--- src/rtl/wsrs_pkg.sv ---
`timescale 1ns / 1ps
// ============================================================================
// wsrs_pkg
// Shared types and codes for the wait/service ratio scheduler.
// ============================================================================
package wsrs_pkg;

    // process slot state codes
    localparam logic [2:0] ST_READY      = 3'd0;
    localparam logic [2:0] ST_RUNNING    = 3'd1;
    localparam logic [2:0] ST_ELIMINATED = 3'd2;
    localparam logic [2:0] ST_ZOMBIE     = 3'd3;
    localparam logic [2:0] ST_WAITING    = 3'd4;
    localparam logic [2:0] ST_STOPPED    = 3'd5;

    // input item function codes
    localparam logic FUNC_TICK = 1'b0;
    localparam logic FUNC_SET  = 1'b1;

    // configuration register indexes and reset values
    localparam logic REG_QUANTUM  = 1'b0;
    localparam logic REG_WAIT_DIV = 1'b1;
    localparam logic [15:0] QUANTUM_RST  = 16'd2;
    localparam logic [7:0]  WAIT_DIV_RST = 8'd2;

    // sequencer states
    typedef enum logic [3:0] {
        S_IDLE,
        S_PREV_RD,
        S_PREV_WR,
        S_INC_GO,
        S_INC_WAIT,
        S_SCAN_CHK,
        S_SCAN_RD,
        S_SCAN_DIV,
        S_FIN,
        S_DONE
    } t_fsm;

    // divider handshake toward the shared unit
    typedef struct packed {
        logic start;
        logic done;
    } t_div_ctl;

endpackage

--- src/rtl/wait_service_ratio_scheduler_top.sv ---
`timescale 1ns / 1ps
// ============================================================================
// wait_service_ratio_scheduler_top
// Highest wait/service ratio scheduler over NUM_PROCS process slots.
// ============================================================================
// Sequence: a set-state item passes through the hand-off state to the output register. A
// tick settles the previous process (if any), divides the quantum for the wait increment,
// then scans the slots; each ready slot's ratio goes through the one shared bit-serial
// divider, of width AW = max(TIME_WIDTH, 16) + 1.
// Throughput: one item at a time; the next is taken once the result is queued.
// Reset: synchronous, active low; times read as zero until first written.
module wait_service_ratio_scheduler_top #(
    parameter int NUM_PROCS  = 16,
    parameter int TIME_WIDTH = 32
) (
    input  logic        i_clk,
    input  logic        i_rst_n,
    // configuration port
    input  logic        psel,
    input  logic        penable,
    input  logic        pwrite,
    input  logic [2:0]  paddr,
    input  logic [31:0] pwdata,
    output logic [31:0] prdata,
    output logic        pready,
    // input channel
    input  logic        i_in_valid,
    output logic        o_in_ready,
    input  logic        i_func,
    input  logic [3:0]  i_proc_index,
    input  logic [2:0]  i_proc_state,
    // output channel
    output logic        o_out_valid,
    input  logic        i_out_ready,
    output logic [3:0]  o_selected_index,
    output logic        o_switched,
    output logic        o_none_ready,
    output logic [4:0]  o_ready_count
);

    localparam int TW = TIME_WIDTH;
    localparam int AW = ((TW > 16) ? TW : 16) + 1;
    localparam int PW = $clog2(NUM_PROCS);
    localparam int CW = $clog2(NUM_PROCS + 1);
    localparam logic [AW:0] LIM = (AW + 1)'({TW{1'b1}});
    localparam logic WIDE64 = (TW == 64);

    // saturating add of a time and an increment
    function automatic logic [TW-1:0] f_sat_add(input logic [TW-1:0] a,
                                                input logic [AW-1:0] b);
        logic [AW:0] s;
        s = (AW + 1)'(a) + (AW + 1)'(b);
        f_sat_add = (s > LIM) ? LIM[TW-1:0] : s[TW-1:0];
    endfunction

    wsrs_pkg::t_fsm r_state, n_state;

    logic [15:0]   r_quantum;
    logic [7:0]    r_wait_div;
    logic [2:0]    r_slot_state [NUM_PROCS];
    logic          r_wvld [NUM_PROCS];
    logic          r_svld [NUM_PROCS];
    logic [PW-1:0] r_cur, n_cur;
    logic [PW-1:0] r_pick, n_pick;
    logic [PW-1:0] r_prev, n_prev;
    logic          r_prev_vld, n_prev_vld;
    logic          r_started, n_started;
    logic          r_first, n_first;
    logic          r_found, n_found;
    logic [CW-1:0] r_cnt, n_cnt;
    logic [AW-1:0] r_best, n_best;
    logic [AW-1:0] r_inc, n_inc;
    logic          r_spec, n_spec;
    logic          r_spec_one, n_spec_one;
    logic [3:0]    r_res_sel, n_res_sel;
    logic          r_res_sw, n_res_sw;
    logic          r_res_none, n_res_none;
    logic [4:0]    r_res_cnt, n_res_cnt;
    logic          r_out_valid, n_out_valid;
    logic [3:0]    r_out_sel;
    logic          r_out_sw;
    logic          r_out_none;
    logic [4:0]    r_out_cnt;

    logic          w_in_acc;
    logic          w_cfg_wr;
    logic [6:0]    w_idx_ext;
    logic [6:0]    w_prev_ext;
    logic [6:0]    w_pick_ext;
    logic [6:0]    w_cnt_ext;
    logic [3:0]    w_prev_out;
    logic [2:0]    w_cur_st;
    logic          w_dead;
    logic [TW-1:0] w_wait_rd;
    logic [TW-1:0] w_serv_rd;
    logic [TW-1:0] w_wait_q;
    logic [TW-1:0] w_serv_q;
    logic [TW-1:0] w_wait_new;
    logic          w_is_prev;
    logic          w_we_wait, w_we_serv;
    logic [TW-1:0] w_wd_wait, w_wd_serv;
    logic [PW-1:0] w_waddr;
    logic [AW-1:0] w_div_a, w_div_b;
    logic [AW-1:0] w_quot;
    logic [AW-1:0] w_ratio;
    logic          w_last;
    logic          w_sw;
    logic          w_out_free;
    wsrs_pkg::t_div_ctl w_div;

    assign w_in_acc   = i_in_valid && o_in_ready;
    assign w_cfg_wr   = psel && penable && pwrite && pready;
    assign w_idx_ext  = 7'(i_proc_index);
    assign w_prev_ext = 7'(r_prev);
    assign w_pick_ext = 7'(r_pick);
    assign w_cnt_ext  = 7'(r_cnt);
    assign w_prev_out = r_prev_vld ? w_prev_ext[3:0] : 4'd0;
    assign w_cur_st   = r_slot_state[r_cur];
    assign w_dead     = (w_cur_st == wsrs_pkg::ST_ELIMINATED) ||
                        (w_cur_st == wsrs_pkg::ST_ZOMBIE) ||
                        (w_cur_st == wsrs_pkg::ST_WAITING) ||
                        (w_cur_st == wsrs_pkg::ST_STOPPED);
    assign w_wait_rd  = r_wvld[r_cur] ? w_wait_q : '0;
    assign w_serv_rd  = r_svld[r_cur] ? w_serv_q : '0;
    assign w_is_prev  = r_prev_vld && (r_cur == r_prev);
    assign w_wait_new = w_is_prev ? w_wait_rd : f_sat_add(w_wait_rd, r_inc);
    assign w_last     = (r_cur == PW'(NUM_PROCS - 1));
    assign w_sw       = !r_prev_vld || (r_pick != r_prev);
    assign w_ratio    = r_spec ? AW'(r_spec_one) : w_quot;
    assign w_out_free = !r_out_valid || i_out_ready;
    assign w_waddr    = (r_state == wsrs_pkg::S_FIN) ? r_pick : r_cur;

    // configuration registers
    always_ff @(posedge i_clk) begin
        if (!i_rst_n) begin
            r_quantum  <= wsrs_pkg::QUANTUM_RST;
            r_wait_div <= wsrs_pkg::WAIT_DIV_RST;
        end else if (w_cfg_wr) begin
            if (paddr[2] == wsrs_pkg::REG_QUANTUM) begin
                r_quantum <= pwdata[15:0];
            end else begin
                r_wait_div <= pwdata[7:0];
            end
        end
    end

    assign pready = 1'b1;
    assign prdata = (paddr[2] == wsrs_pkg::REG_WAIT_DIV) ? 32'(r_wait_div) : 32'(r_quantum);

    // slot states
    always_ff @(posedge i_clk) begin
        if (!i_rst_n) begin
            for (int k = 0; k < NUM_PROCS; k++) begin
                r_slot_state[k] <= (k < 3) ? wsrs_pkg::ST_READY : wsrs_pkg::ST_ELIMINATED;
            end
        end else begin
            if (w_in_acc && i_func == wsrs_pkg::FUNC_SET && w_idx_ext < 7'(NUM_PROCS)) begin
                r_slot_state[w_idx_ext[PW-1:0]] <= i_proc_state;
            end
            if (w_in_acc && i_func == wsrs_pkg::FUNC_TICK && !r_started) begin
                r_slot_state[0] <= wsrs_pkg::ST_READY;
                r_slot_state[1] <= wsrs_pkg::ST_READY;
                r_slot_state[2] <= wsrs_pkg::ST_READY;
            end
            if (r_state == wsrs_pkg::S_PREV_WR && !w_dead) begin
                r_slot_state[r_cur] <= wsrs_pkg::ST_READY;
            end
            if (r_state == wsrs_pkg::S_FIN && r_found && w_sw) begin
                r_slot_state[r_pick] <= wsrs_pkg::ST_RUNNING;
            end
        end
    end

    // written flags of the time memories
    always_ff @(posedge i_clk) begin
        if (!i_rst_n) begin
            for (int k = 0; k < NUM_PROCS; k++) begin
                r_wvld[k] <= 1'b0;
                r_svld[k] <= 1'b0;
            end
        end else begin
            if (w_we_wait) begin
                r_wvld[w_waddr] <= 1'b1;
            end
            if (w_we_serv) begin
                r_svld[w_waddr] <= 1'b1;
            end
        end
    end

    wsrs_ram #(.WIDTH(TW), .DEPTH(NUM_PROCS)) u_wait_ram (
        .i_clk   (i_clk),
        .i_we    (w_we_wait),
        .i_waddr (w_waddr),
        .i_wdata (w_wd_wait),
        .i_raddr (r_cur),
        .o_rdata (w_wait_q)
    );

    wsrs_ram #(.WIDTH(TW), .DEPTH(NUM_PROCS)) u_serv_ram (
        .i_clk   (i_clk),
        .i_we    (w_we_serv),
        .i_waddr (w_waddr),
        .i_wdata (w_wd_serv),
        .i_raddr (r_cur),
        .o_rdata (w_serv_q)
    );

    wsrs_div #(.WIDTH(AW)) u_div (
        .i_clk      (i_clk),
        .i_rst_n    (i_rst_n),
        .i_start    (w_div.start),
        .i_dividend (w_div_a),
        .i_divisor  (w_div_b),
        .o_done     (w_div.done),
        .o_quot     (w_quot)
    );

    // state register and control registers
    always_ff @(posedge i_clk) begin
        if (!i_rst_n) begin
            r_state     <= wsrs_pkg::S_IDLE;
            r_prev_vld  <= 1'b0;
            r_started   <= 1'b0;
            r_out_valid <= 1'b0;
            r_found     <= 1'b0;
            r_cnt       <= '0;
        end else begin
            r_state     <= n_state;
            r_prev_vld  <= n_prev_vld;
            r_started   <= n_started;
            r_out_valid <= n_out_valid;
            r_found     <= n_found;
            r_cnt       <= n_cnt;
        end
    end

    // datapath registers
    always_ff @(posedge i_clk) begin
        r_cur      <= n_cur;
        r_pick     <= n_pick;
        r_prev     <= n_prev;
        r_first    <= n_first;
        r_best     <= n_best;
        r_inc      <= n_inc;
        r_spec     <= n_spec;
        r_spec_one <= n_spec_one;
        r_res_sel  <= n_res_sel;
        r_res_sw   <= n_res_sw;
        r_res_none <= n_res_none;
        r_res_cnt  <= n_res_cnt;
        if (r_state == wsrs_pkg::S_DONE && w_out_free) begin
            r_out_sel  <= r_res_sel;
            r_out_sw   <= r_res_sw;
            r_out_none <= r_res_none;
            r_out_cnt  <= r_res_cnt;
        end
    end

    // next state and outputs
    always_comb begin
        n_state     = r_state;
        n_cur       = r_cur;
        n_pick      = r_pick;
        n_prev      = r_prev;
        n_prev_vld  = r_prev_vld;
        n_started   = r_started;
        n_first     = r_first;
        n_found     = r_found;
        n_cnt       = r_cnt;
        n_best      = r_best;
        n_inc       = r_inc;
        n_spec      = r_spec;
        n_spec_one  = r_spec_one;
        n_res_sel   = r_res_sel;
        n_res_sw    = r_res_sw;
        n_res_none  = r_res_none;
        n_res_cnt   = r_res_cnt;
        n_out_valid = r_out_valid && !i_out_ready;
        o_in_ready  = 1'b0;
        w_we_wait   = 1'b0;
        w_we_serv   = 1'b0;
        w_wd_wait   = '0;
        w_wd_serv   = '0;
        w_div.start = 1'b0;
        w_div_a     = AW'(r_quantum);
        w_div_b     = (r_wait_div == 8'd0) ? AW'(1) : AW'(r_wait_div);

        unique case (r_state)
            wsrs_pkg::S_IDLE: begin
                o_in_ready = 1'b1;
                if (i_in_valid) begin
                    if (i_func == wsrs_pkg::FUNC_SET) begin
                        n_res_sel  = w_prev_out;
                        n_res_sw   = 1'b0;
                        n_res_none = 1'b0;
                        n_res_cnt  = '0;
                        n_state    = wsrs_pkg::S_DONE;
                    end else begin
                        n_first   = !r_started;
                        n_started = 1'b1;
                        n_found   = 1'b0;
                        n_cnt     = '0;
                        n_best    = '0;
                        n_cur     = r_prev;
                        n_state   = r_prev_vld ? wsrs_pkg::S_PREV_RD : wsrs_pkg::S_INC_GO;
                    end
                end
            end
            wsrs_pkg::S_PREV_RD: begin
                // wait for the time memories
                n_state = wsrs_pkg::S_PREV_WR;
            end
            wsrs_pkg::S_PREV_WR: begin
                // settle the previous process
                w_we_serv = 1'b1;
                w_wd_serv = f_sat_add(w_dead ? TW'(1) : w_serv_rd, AW'(r_quantum));
                w_we_wait = w_dead;
                w_wd_wait = TW'(1);
                n_state   = wsrs_pkg::S_INC_GO;
            end
            wsrs_pkg::S_INC_GO: begin
                w_div.start = 1'b1;
                n_state     = wsrs_pkg::S_INC_WAIT;
            end
            wsrs_pkg::S_INC_WAIT: begin
                if (w_div.done) begin
                    n_inc   = w_quot;
                    n_cur   = r_first ? PW'(0) : PW'(1);
                    n_state = wsrs_pkg::S_SCAN_CHK;
                end
            end
            wsrs_pkg::S_SCAN_CHK: begin
                if (w_cur_st == wsrs_pkg::ST_READY) begin
                    n_cnt   = r_cnt + 1'b1;
                    n_state = wsrs_pkg::S_SCAN_RD;
                end else if (w_last) begin
                    n_state = wsrs_pkg::S_FIN;
                end else begin
                    n_cur = r_cur + 1'b1;
                end
            end
            wsrs_pkg::S_SCAN_RD: begin
                // age the wait time and start the ratio
                w_we_wait   = !w_is_prev;
                w_wd_wait   = w_wait_new;
                w_div.start = 1'b1;
                w_div_a     = AW'(w_wait_new);
                w_div_b     = AW'(w_serv_rd) + AW'(1);
                n_spec      = WIDE64 && (&w_serv_rd);
                n_spec_one  = &w_wait_new;
                n_state     = wsrs_pkg::S_SCAN_DIV;
            end
            wsrs_pkg::S_SCAN_DIV: begin
                if (w_div.done) begin
                    if (!r_found || w_ratio > r_best) begin
                        n_found = 1'b1;
                        n_best  = w_ratio;
                        n_pick  = r_cur;
                    end
                    if (w_last) begin
                        n_state = wsrs_pkg::S_FIN;
                    end else begin
                        n_cur   = r_cur + 1'b1;
                        n_state = wsrs_pkg::S_SCAN_CHK;
                    end
                end
            end
            wsrs_pkg::S_FIN: begin
                if (r_found) begin
                    w_we_serv  = (r_pick <= PW'(2));
                    w_we_wait  = (r_pick <= PW'(2));
                    w_wd_serv  = TW'({r_cnt, 1'b0});
                    w_wd_wait  = '0;
                    n_res_sel  = w_pick_ext[3:0];
                    n_res_sw   = w_sw;
                    n_res_none = 1'b0;
                    n_res_cnt  = w_cnt_ext[4:0];
                    if (w_sw) begin
                        n_prev     = r_pick;
                        n_prev_vld = 1'b1;
                    end
                end else begin
                    n_res_sel  = w_prev_out;
                    n_res_sw   = 1'b0;
                    n_res_none = 1'b1;
                    n_res_cnt  = '0;
                end
                n_state = wsrs_pkg::S_DONE;
            end
            wsrs_pkg::S_DONE: begin
                // hand the result to the output register
                if (w_out_free) begin
                    n_out_valid = 1'b1;
                    n_state     = wsrs_pkg::S_IDLE;
                end
            end
            default: begin
                n_state = wsrs_pkg::S_IDLE;
            end
        endcase
    end

    assign o_out_valid      = r_out_valid;
    assign o_selected_index = r_out_sel;
    assign o_switched       = r_out_sw;
    assign o_none_ready     = r_out_none;
    assign o_ready_count    = r_out_cnt;

    // divider results only arrive while the sequencer waits for them
    a_div_done_wait: assert property (@(posedge i_clk) disable iff (!i_rst_n)
        w_div.done |-> (r_state == wsrs_pkg::S_INC_WAIT || r_state == wsrs_pkg::S_SCAN_DIV))
        else $error("divider result outside a wait state");

    // a new result comes only from the hand-off state
    a_out_from_done: assert property (@(posedge i_clk) disable iff (!i_rst_n)
        $rose(r_out_valid) |-> $past(r_state) == wsrs_pkg::S_DONE)
        else $error("result raised outside hand-off");

    // a switch never reports an empty scan
    a_sw_not_none: assert property (@(posedge i_clk) disable iff (!i_rst_n)
        r_out_valid |-> !(r_out_sw && r_out_none))
        else $error("switch with no ready slot");

    // ready count never exceeds the slot count
    a_cnt_range: assert property (@(posedge i_clk) disable iff (!i_rst_n)
        r_cnt <= CW'(NUM_PROCS))
        else $error("ready count out of range");

endmodule

--- src/rtl/wsrs_ram.sv ---
`timescale 1ns / 1ps
// ============================================================================
// wsrs_ram
// Generic one-write, one-read RAM with registered read data.
// ============================================================================
module wsrs_ram #(
    parameter int WIDTH = 32,
    parameter int DEPTH = 16
) (
    input  logic                     i_clk,
    input  logic                     i_we,
    input  logic [$clog2(DEPTH)-1:0] i_waddr,
    input  logic [WIDTH-1:0]         i_wdata,
    input  logic [$clog2(DEPTH)-1:0] i_raddr,
    output logic [WIDTH-1:0]         o_rdata
);

    logic [WIDTH-1:0] r_mem [DEPTH];
    logic [WIDTH-1:0] r_rdata;

    // write port and registered read port
    always_ff @(posedge i_clk) begin
        if (i_we) begin
            r_mem[i_waddr] <= i_wdata;
        end
        r_rdata <= r_mem[i_raddr];
    end

    assign o_rdata = r_rdata;

endmodule

--- src/rtl/wsrs_div.sv ---
`timescale 1ns / 1ps
// ============================================================================
// wsrs_div
// Bit-serial restoring divider: one quotient bit per cycle.
// ============================================================================
module wsrs_div #(
    parameter int WIDTH = 33
) (
    input  logic             i_clk,
    input  logic             i_rst_n,
    input  logic             i_start,
    input  logic [WIDTH-1:0] i_dividend,
    input  logic [WIDTH-1:0] i_divisor,
    output logic             o_done,
    output logic [WIDTH-1:0] o_quot
);

    localparam int CNTW = $clog2(WIDTH + 1);

    logic            r_busy;
    logic            r_done;
    logic [CNTW-1:0] r_cnt;
    logic [WIDTH-1:0] r_quo;
    logic [WIDTH-1:0] r_rem;
    logic [WIDTH-1:0] r_dsr;
    logic [WIDTH:0]   w_shift;
    logic [WIDTH:0]   w_trial;

    // shift in the next dividend bit and try a subtract
    assign w_shift = {r_rem, r_quo[WIDTH-1]};
    assign w_trial = w_shift - {1'b0, r_dsr};

    // control
    always_ff @(posedge i_clk) begin
        if (!i_rst_n) begin
            r_busy <= 1'b0;
            r_done <= 1'b0;
            r_cnt  <= '0;
        end else begin
            r_done <= 1'b0;
            if (i_start) begin
                r_busy <= 1'b1;
                r_cnt  <= '0;
            end else if (r_busy) begin
                r_cnt <= r_cnt + 1'b1;
                if (r_cnt == CNTW'(WIDTH - 1)) begin
                    r_busy <= 1'b0;
                    r_done <= 1'b1;
                end
            end
        end
    end

    // datapath: one quotient bit per step
    always_ff @(posedge i_clk) begin
        if (i_start) begin
            r_quo <= i_dividend;
            r_rem <= '0;
            r_dsr <= i_divisor;
        end else if (r_busy) begin
            if (!w_trial[WIDTH]) begin
                r_rem <= w_trial[WIDTH-1:0];
                r_quo <= {r_quo[WIDTH-2:0], 1'b1};
            end else begin
                r_rem <= w_shift[WIDTH-1:0];
                r_quo <= {r_quo[WIDTH-2:0], 1'b0};
            end
        end
    end

    assign o_done = r_done;
    assign o_quot = r_quo;

endmodule
--- config.mk ---
export PLATFORM = sky130hd
export DESIGN_NAME = wait_service_ratio_scheduler_top
export DESIGN_NICKNAME = d
export VERILOG_FILES = /design/src/rtl/wsrs_pkg.sv /design/src/rtl/wait_service_ratio_scheduler_top.sv /design/src/rtl/wsrs_ram.sv /design/src/rtl/wsrs_div.sv
export SDC_FILE = /design/constraint.sdc
export NUM_CORES = 2
export LEC_CHECK = 0
export ABC_AREA = 0
export BUFFER_PORTS_ARGS = -buffer_cell sky130_fd_sc_hd__buf_2
export CAP_MARGIN = 25
export CORE_MARGIN = 1.5
export CORE_UTILIZATION = 50
export CTS_BUF_LIST = sky130_fd_sc_hd__clkbuf_8
export DETAILED_ROUTE_END_ITERATION = 16
export PLACE_DENSITY = 0.65
export SETUP_SLACK_MARGIN = 0.15
export SLEW_MARGIN = 20
export SYNTH_ARGS = -nofsm -noshare
export SYNTH_HDL_FRONTEND = slang
export SYNTH_SLANG_ARGS = --single-unit
--- constraint.sdc ---
create_clock -name i_clk -period 8.1 [get_ports i_clk]
set_input_delay 2.025 -clock i_clk [delete_from_list [all_inputs] [get_ports i_clk]]
set_output_delay 2.025 -clock i_clk [all_outputs]
set_load 0.02 [all_outputs]
Yosys cells after proc, flatten, opt, wreduce, memory -nomap -nowiden. Memory sizes are Yosys's and may differ from the RTL's. A register that Yosys moved wholly into a read port is not among the register bits. Cells that the tools add are included.

Flip-flop bits (word level): 245. Memory bits (writable): 1104. Bits of input ports: 50. Output and inout bits: 46. Logic and storage cells: 250. Memories kept: 5.

Memory list: u_serv_ram.r_mem (depth 16, width 32, rd ports 1, clocked after memory_dff 1, wr ports 1, line wsrs_ram.sv:18) `logic [WIDTH-1:0] r_mem [DEPTH];`; u_wait_ram.r_mem (depth 16, width 32, rd ports 1, clocked after memory_dff 1, wr ports 1, line wsrs_ram.sv:18); r_slot_state (depth 16, width 3, rd ports 1, clocked after memory_dff 1, wr ports 16, line wait_service_ratio_scheduler_top.sv:60) `logic [2:0] r_slot_state [NUM_PROCS];`; r_svld (depth 16, width 1, rd ports 1, clocked after memory_dff 1, wr ports 16, line wait_service_ratio_scheduler_top.sv:62) `logic r_svld [NUM_PROCS];`; r_wvld (depth 16, width 1, rd ports 1, clocked after memory_dff 1, wr ports 16, line wait_service_ratio_scheduler_top.sv:61) `logic r_wvld [NUM_PROCS];`.

Add/subtract/negate cells: 7. Order comparisons: 5. Equal/unequal tests: 27. Mux-type cells: 118. Bitwise gates (word level): 7. Reduce and logical (&&, ||, !) cells: 53.

Operator list (count): 33-bit two-way mux (8); 32-bit two-way mux (7); 32-bit case mux with 2 select lines (2); 4-bit two-way mux (27); 33-bit case mux with 2 select lines (1); 1-bit two-way mux (47); 4-bit case mux with 10 select lines (1); 32-bit by 33-bit adder with 34-bit output (1); 34-bit by 32-bit greater-than comparator with 1-bit output (second input constant) (1); 34-bit by 33-bit subtractor with 34-bit output (1); 32-bit by 1-bit adder with 33-bit output (second input constant) (1); 32-bit by 16-bit adder with 33-bit output (1); 33-bit by 32-bit greater-than comparator with 1-bit output (second input constant) (1); 33-bit greater-than comparator (1); 5-bit two-way mux (6); 5-bit case mux with 2 select lines (2); 3-bit two-way mux (6); 4-bit by 3-bit equality test with 1-bit output (second input constant) (4); 16-bit two-way mux (1); 4-bit case mux with 4 select lines (1); 2-bit inequality test (second input constant) (7); 1-bit logical AND (13); 4-bit equality test (second input constant) (3); 3-bit AND reduction (4); other kinds (36) (70).

Logic depth before layout (Yosys ltp).
Word-level depth: 12. Depth in mapped cells: 20. Mapped depth without buffers: 16.

Hierarchy. From an unflattened synthesis, not the netlist that was laid out.

Cells, all modules: 3948. Area total of the unflattened synthesis: 61012.3 µm².

Modules (own cells, without submodules): wsrs_ram (instances 2, cells each 838, area each 19854.0 µm², seq. area each 16015.4 µm²); wait_service_ratio_scheduler_top (instances 1, cells each 1662, area each 15070.7 µm², seq. area each 5935.7 µm²); wsrs_div (instances 1, cells each 610, area each 6233.5 µm², seq. area each 2802.7 µm²).

Worst setup path after synthesis. OpenSTA, ideal clock, no wires.

Path kind: register to register. Start point: register with a tool-made name. End point: memory u_serv_ram.r_mem[0][24], data pin. Library setup time: 0.340 ns. Arrival: 4.901 ns. Required time: 7.760 ns. Slack: 2.859 ns. Cell stages (with the launch flop): 19. Buffers on the path: 3. Period minus slack after synthesis: 5.241 ns. Path through: dfxtp_1 > buf_6 > mux4_1 > xnor2_1 > mux4_2 > buf_2 > clkbuf_1 > nand2b_1 > ha_1 > inv_1 > fa_1 > nor2b_1 > o21a_1 > o21ai_0 > a2111o_1 > nand3_1 > a41o_1 > nand3_1 > a211oi_1.

RTL lines (line): end: declaration (wsrs_ram.sv:18).

==> metrics <==
run status=completed; Seq/Total Area, Yosys=0.672; hold buffers post-CTS=0; worst slack, placed=1.38 ns; final setup margin=1.46 ns; Area Overhead vs Synth=11.6%; initial antenna violation count=8; reg2reg end=u_wait_ram.r_mem[12][0]; Routed WL=145 mm; HP Class=reg2reg; crit path max fanout=32; routed length per instance=25.2 um; synth warn=0; clk sinks=1417; CORE AREA=0.120 mm^2; Clock Skew=0.0400 ns; clk slew on worst S/H paths=0.06 ns; Worst-Margin Slew=1.02 ns; Die X=351 um; Max Clock Freq=0.151 GHz; Final Cycle Share=0.820; Avg Inst Size Synth=16.1 um^2; Worst setup EP type=flop; fin nets=4139; TritonCTS clock tree=built; endpoints failing setup=0; Post-DP HPWL=86.2 mm; root buffer cell=clkbuf_8; post-CTS sizing=0; detailed-route vias per instance=5.94; Synth area leader=edfxtp_1; gpl congestion=0.886; Netlist cell types=89; Yosys top cell area share=0.613; leakage power=23.2 nW; max-slew violations=0; Final Critical Period=6.64 ns; placed instance area=0.0633 mm^2; buffers added on ports=60; H-tree levels=4; number of global-route vias before repair=33500; post-route cell area=0.0677 mm^2; Placed Cells=5359; unrepaired setup endpoints after global routing=no; Hold WS=0.411 ns; Worst R2R Setup Slack=1.46 ns; Yosys reg bits=1417; Antenna Nets Post-Route=0; WP data arrival=7.13 ns; Initial Util=0.505; WHS Endpoint=o_selected_index[2]; Post-Syn Area=0.0607 mm^2; first-pass GRT wire length=214 mm; final design utilization=0.564; via count=34200; Hold Fails Final Rpt=0; starting DRC count in detailed routing=3978; TritonRoute pass-1 iters=7; Power Total=18.1 mW; layout cell share with drive strength beyond 1=0.215; Gate Count Post-Synth=3759; Die Area=0.123 mm^2; EDFF count, synth=1239; Post-CTS Setup Bufs=0; clock latency on the worst-skew pair=0.92 ns; Synth Flop Type=edfxtp_1; Setup CP Type=reg2reg; GRT Util Overall=0.238; largest cells by area after synthesis=edfxtp_1, mux4_2, dfxtp_1; Hold Crit Start=r_res_sel[2]; Worst Setup Start Kind=flop; pin count of the biggest net entering global routing=150; max-cap violations=0; Post-synth ARST share=0; Worst Path Required=8.59 ns; Die H=351 um; row cnt=127; Layout Cells excl Fill=5767; power per cell area=267 mW/mm^2; maximum VDD drop=0.183 mV; clk buf depth=3; DRC viols=0; I/O Pins=96; R2R cell count=15; depth of the worst hold-timing path=0; Setup TNS=0 ns; slew margin rel.=0.318; GRT overflow=0; CTS Buf Count=214
## power breakdown
part	internal (mW)	total [mW]	switching, mW	leakage [nW]
Sequential	8.49	8.89	0.405	12.3
Combinational	1.41	3.38	1.97	8.44
Clock	3.06	5.82	2.76	2.48
Total	13.0	18.1	5.13	23.2
## sequential cells by signal, summed over array words and instances (netlist names), 33 cells and up, named ones only
signal            cells
u_div.o_quot         33
r_slot_state         48
u_div.r_dsr          33
u_wait_ram.r_mem    512
u_serv_ram.r_mem    512
r_inc                33
u_div.r_rem          33
r_best               33
## worst max-delay path, stage by stage (launching register included)
cell and delay [ns]:
dfxtp_1 0.96, mux4_2 0.36, mux4_2 0.65, and2_1 0.24
ha_1 0.19, inv_1 0.06, fa_1 0.41, nor2b_1 0.17
o31a_1 0.25, o21ai_0 0.27, a31o_2 0.35, o31a_1 0.28
o21ai_1 0.22, mux2_2 0.53, o31ai_1 0.68, nand2_1 0.56
## layout by cell type (no fill, tap or decap), types with 15 or more instances in the layout
cell type  instances
edfxtp_1        1239
mux4_2           331
clkbuf_8         255
nand2_1          246
inv_1            202
dfxtp_1          178
nor2_1           159
a21oi_1          141
ha_1             119
o21ai_0          113
buf_4            112
nand3_1           75
and2_1            65
xnor2_1           63
a21o_1            62
xor2_1            60
buf_2             60
o21a_1            52
and3_1            47
nand4_1           40
a31oi_1           38
nor3_1            35
a21boi_0          33
nor2_4            32
clkinv_1          31
mux2i_1           28
clkinv_2          27
nand2b_1          24
nor2b_1           23
a211o_1           23
conb_1            17
a211oi_1          15
o31a_1            15
## metal layers
layer / up-vias / share of wire / GRT usage
li1: 15100 / - / -
met1: 17500 / 0.45 / 0.356
met2: 1348 / 0.45 / 0.360
met3: 192 / 0.082 / 0.0426
met4: 0 / 0.018 / 0.0646
met5: - / 0 / 0
## logic make-up (layout without fill, tap and decap cells)
group           after synthesis  in the layout  synth area share
flops                      1417           1417             0.672
simple gates                800            800            0.0635
compound gates              575            575            0.0621
mux                         385            385             0.136
buf+inv                     334            713            0.0233
fa+ha+maj                   123            123            0.0257
xor+xnor                    123            123            0.0178
other cells                   2             19          0.000124
## synth_stat cells (14+ instances only)
| master | number |
|---|---|
| a21boi_0 | 34 |
| a21oi_1 | 145 |
| nand4_1 | 40 |
| ha_1 | 119 |
| nor2_1 | 193 |
| dfxtp_1 | 178 |
| buf_1 | 28 |
| buf_4 | 21 |
| edfxtp_1 | 1239 |
| a21o_1 | 62 |
| nand3_1 | 75 |
| o21ai_0 | 113 |
| inv_1 | 134 |
| a31oi_1 | 40 |
| and3_1 | 47 |
| and2_1 | 65 |
| nor3_1 | 35 |
| nand2_1 | 246 |
| mux4_2 | 331 |
| xor2_1 | 60 |
| o211ai_1 | 14 |
| xnor2_1 | 63 |
| o21a_1 | 52 |
| nand2b_1 | 25 |
| o31a_1 | 15 |
| clkbuf_1 | 132 |
| a211o_1 | 23 |
| nor2b_1 | 23 |
| mux2i_1 | 29 |
| a211oi_1 | 15 |
## cell type report
type | instances | area, um^2
Multi-Input combinational cell | 2023 | 18800
Sequential cell | 1417 | 40800
Fill cell | 9304 | 52400
Inverter | 134 | 503
Clock inverter | 147 | 837
Tap cell | 1612 | 2020
Timing Repair Buffer | 177 | 1230
Antenna cell | 2 | 5.00
Clock buffer | 255 | 3510
## worst max-delay path by stage
stage          from                  endpoint  slack, ns  depth (start not counted)
3_5_place_dp   flop   u_serv_ram.r_mem[0][30]       1.38                         16
2_1_floorplan  flop   u_serv_ram.r_mem[0][24]       2.86                         18
3_3_place_gp   flop  u_serv_ram.r_mem[10][30]       1.47                         16
5_1_grt        flop   u_wait_ram.r_mem[13][0]       1.21                         15
6_report       flop   u_wait_ram.r_mem[12][0]       1.46                         15
4_1_cts        flop   u_serv_ram.r_mem[3][30]       1.37                         16
Power figures use the tool's default switching activity.
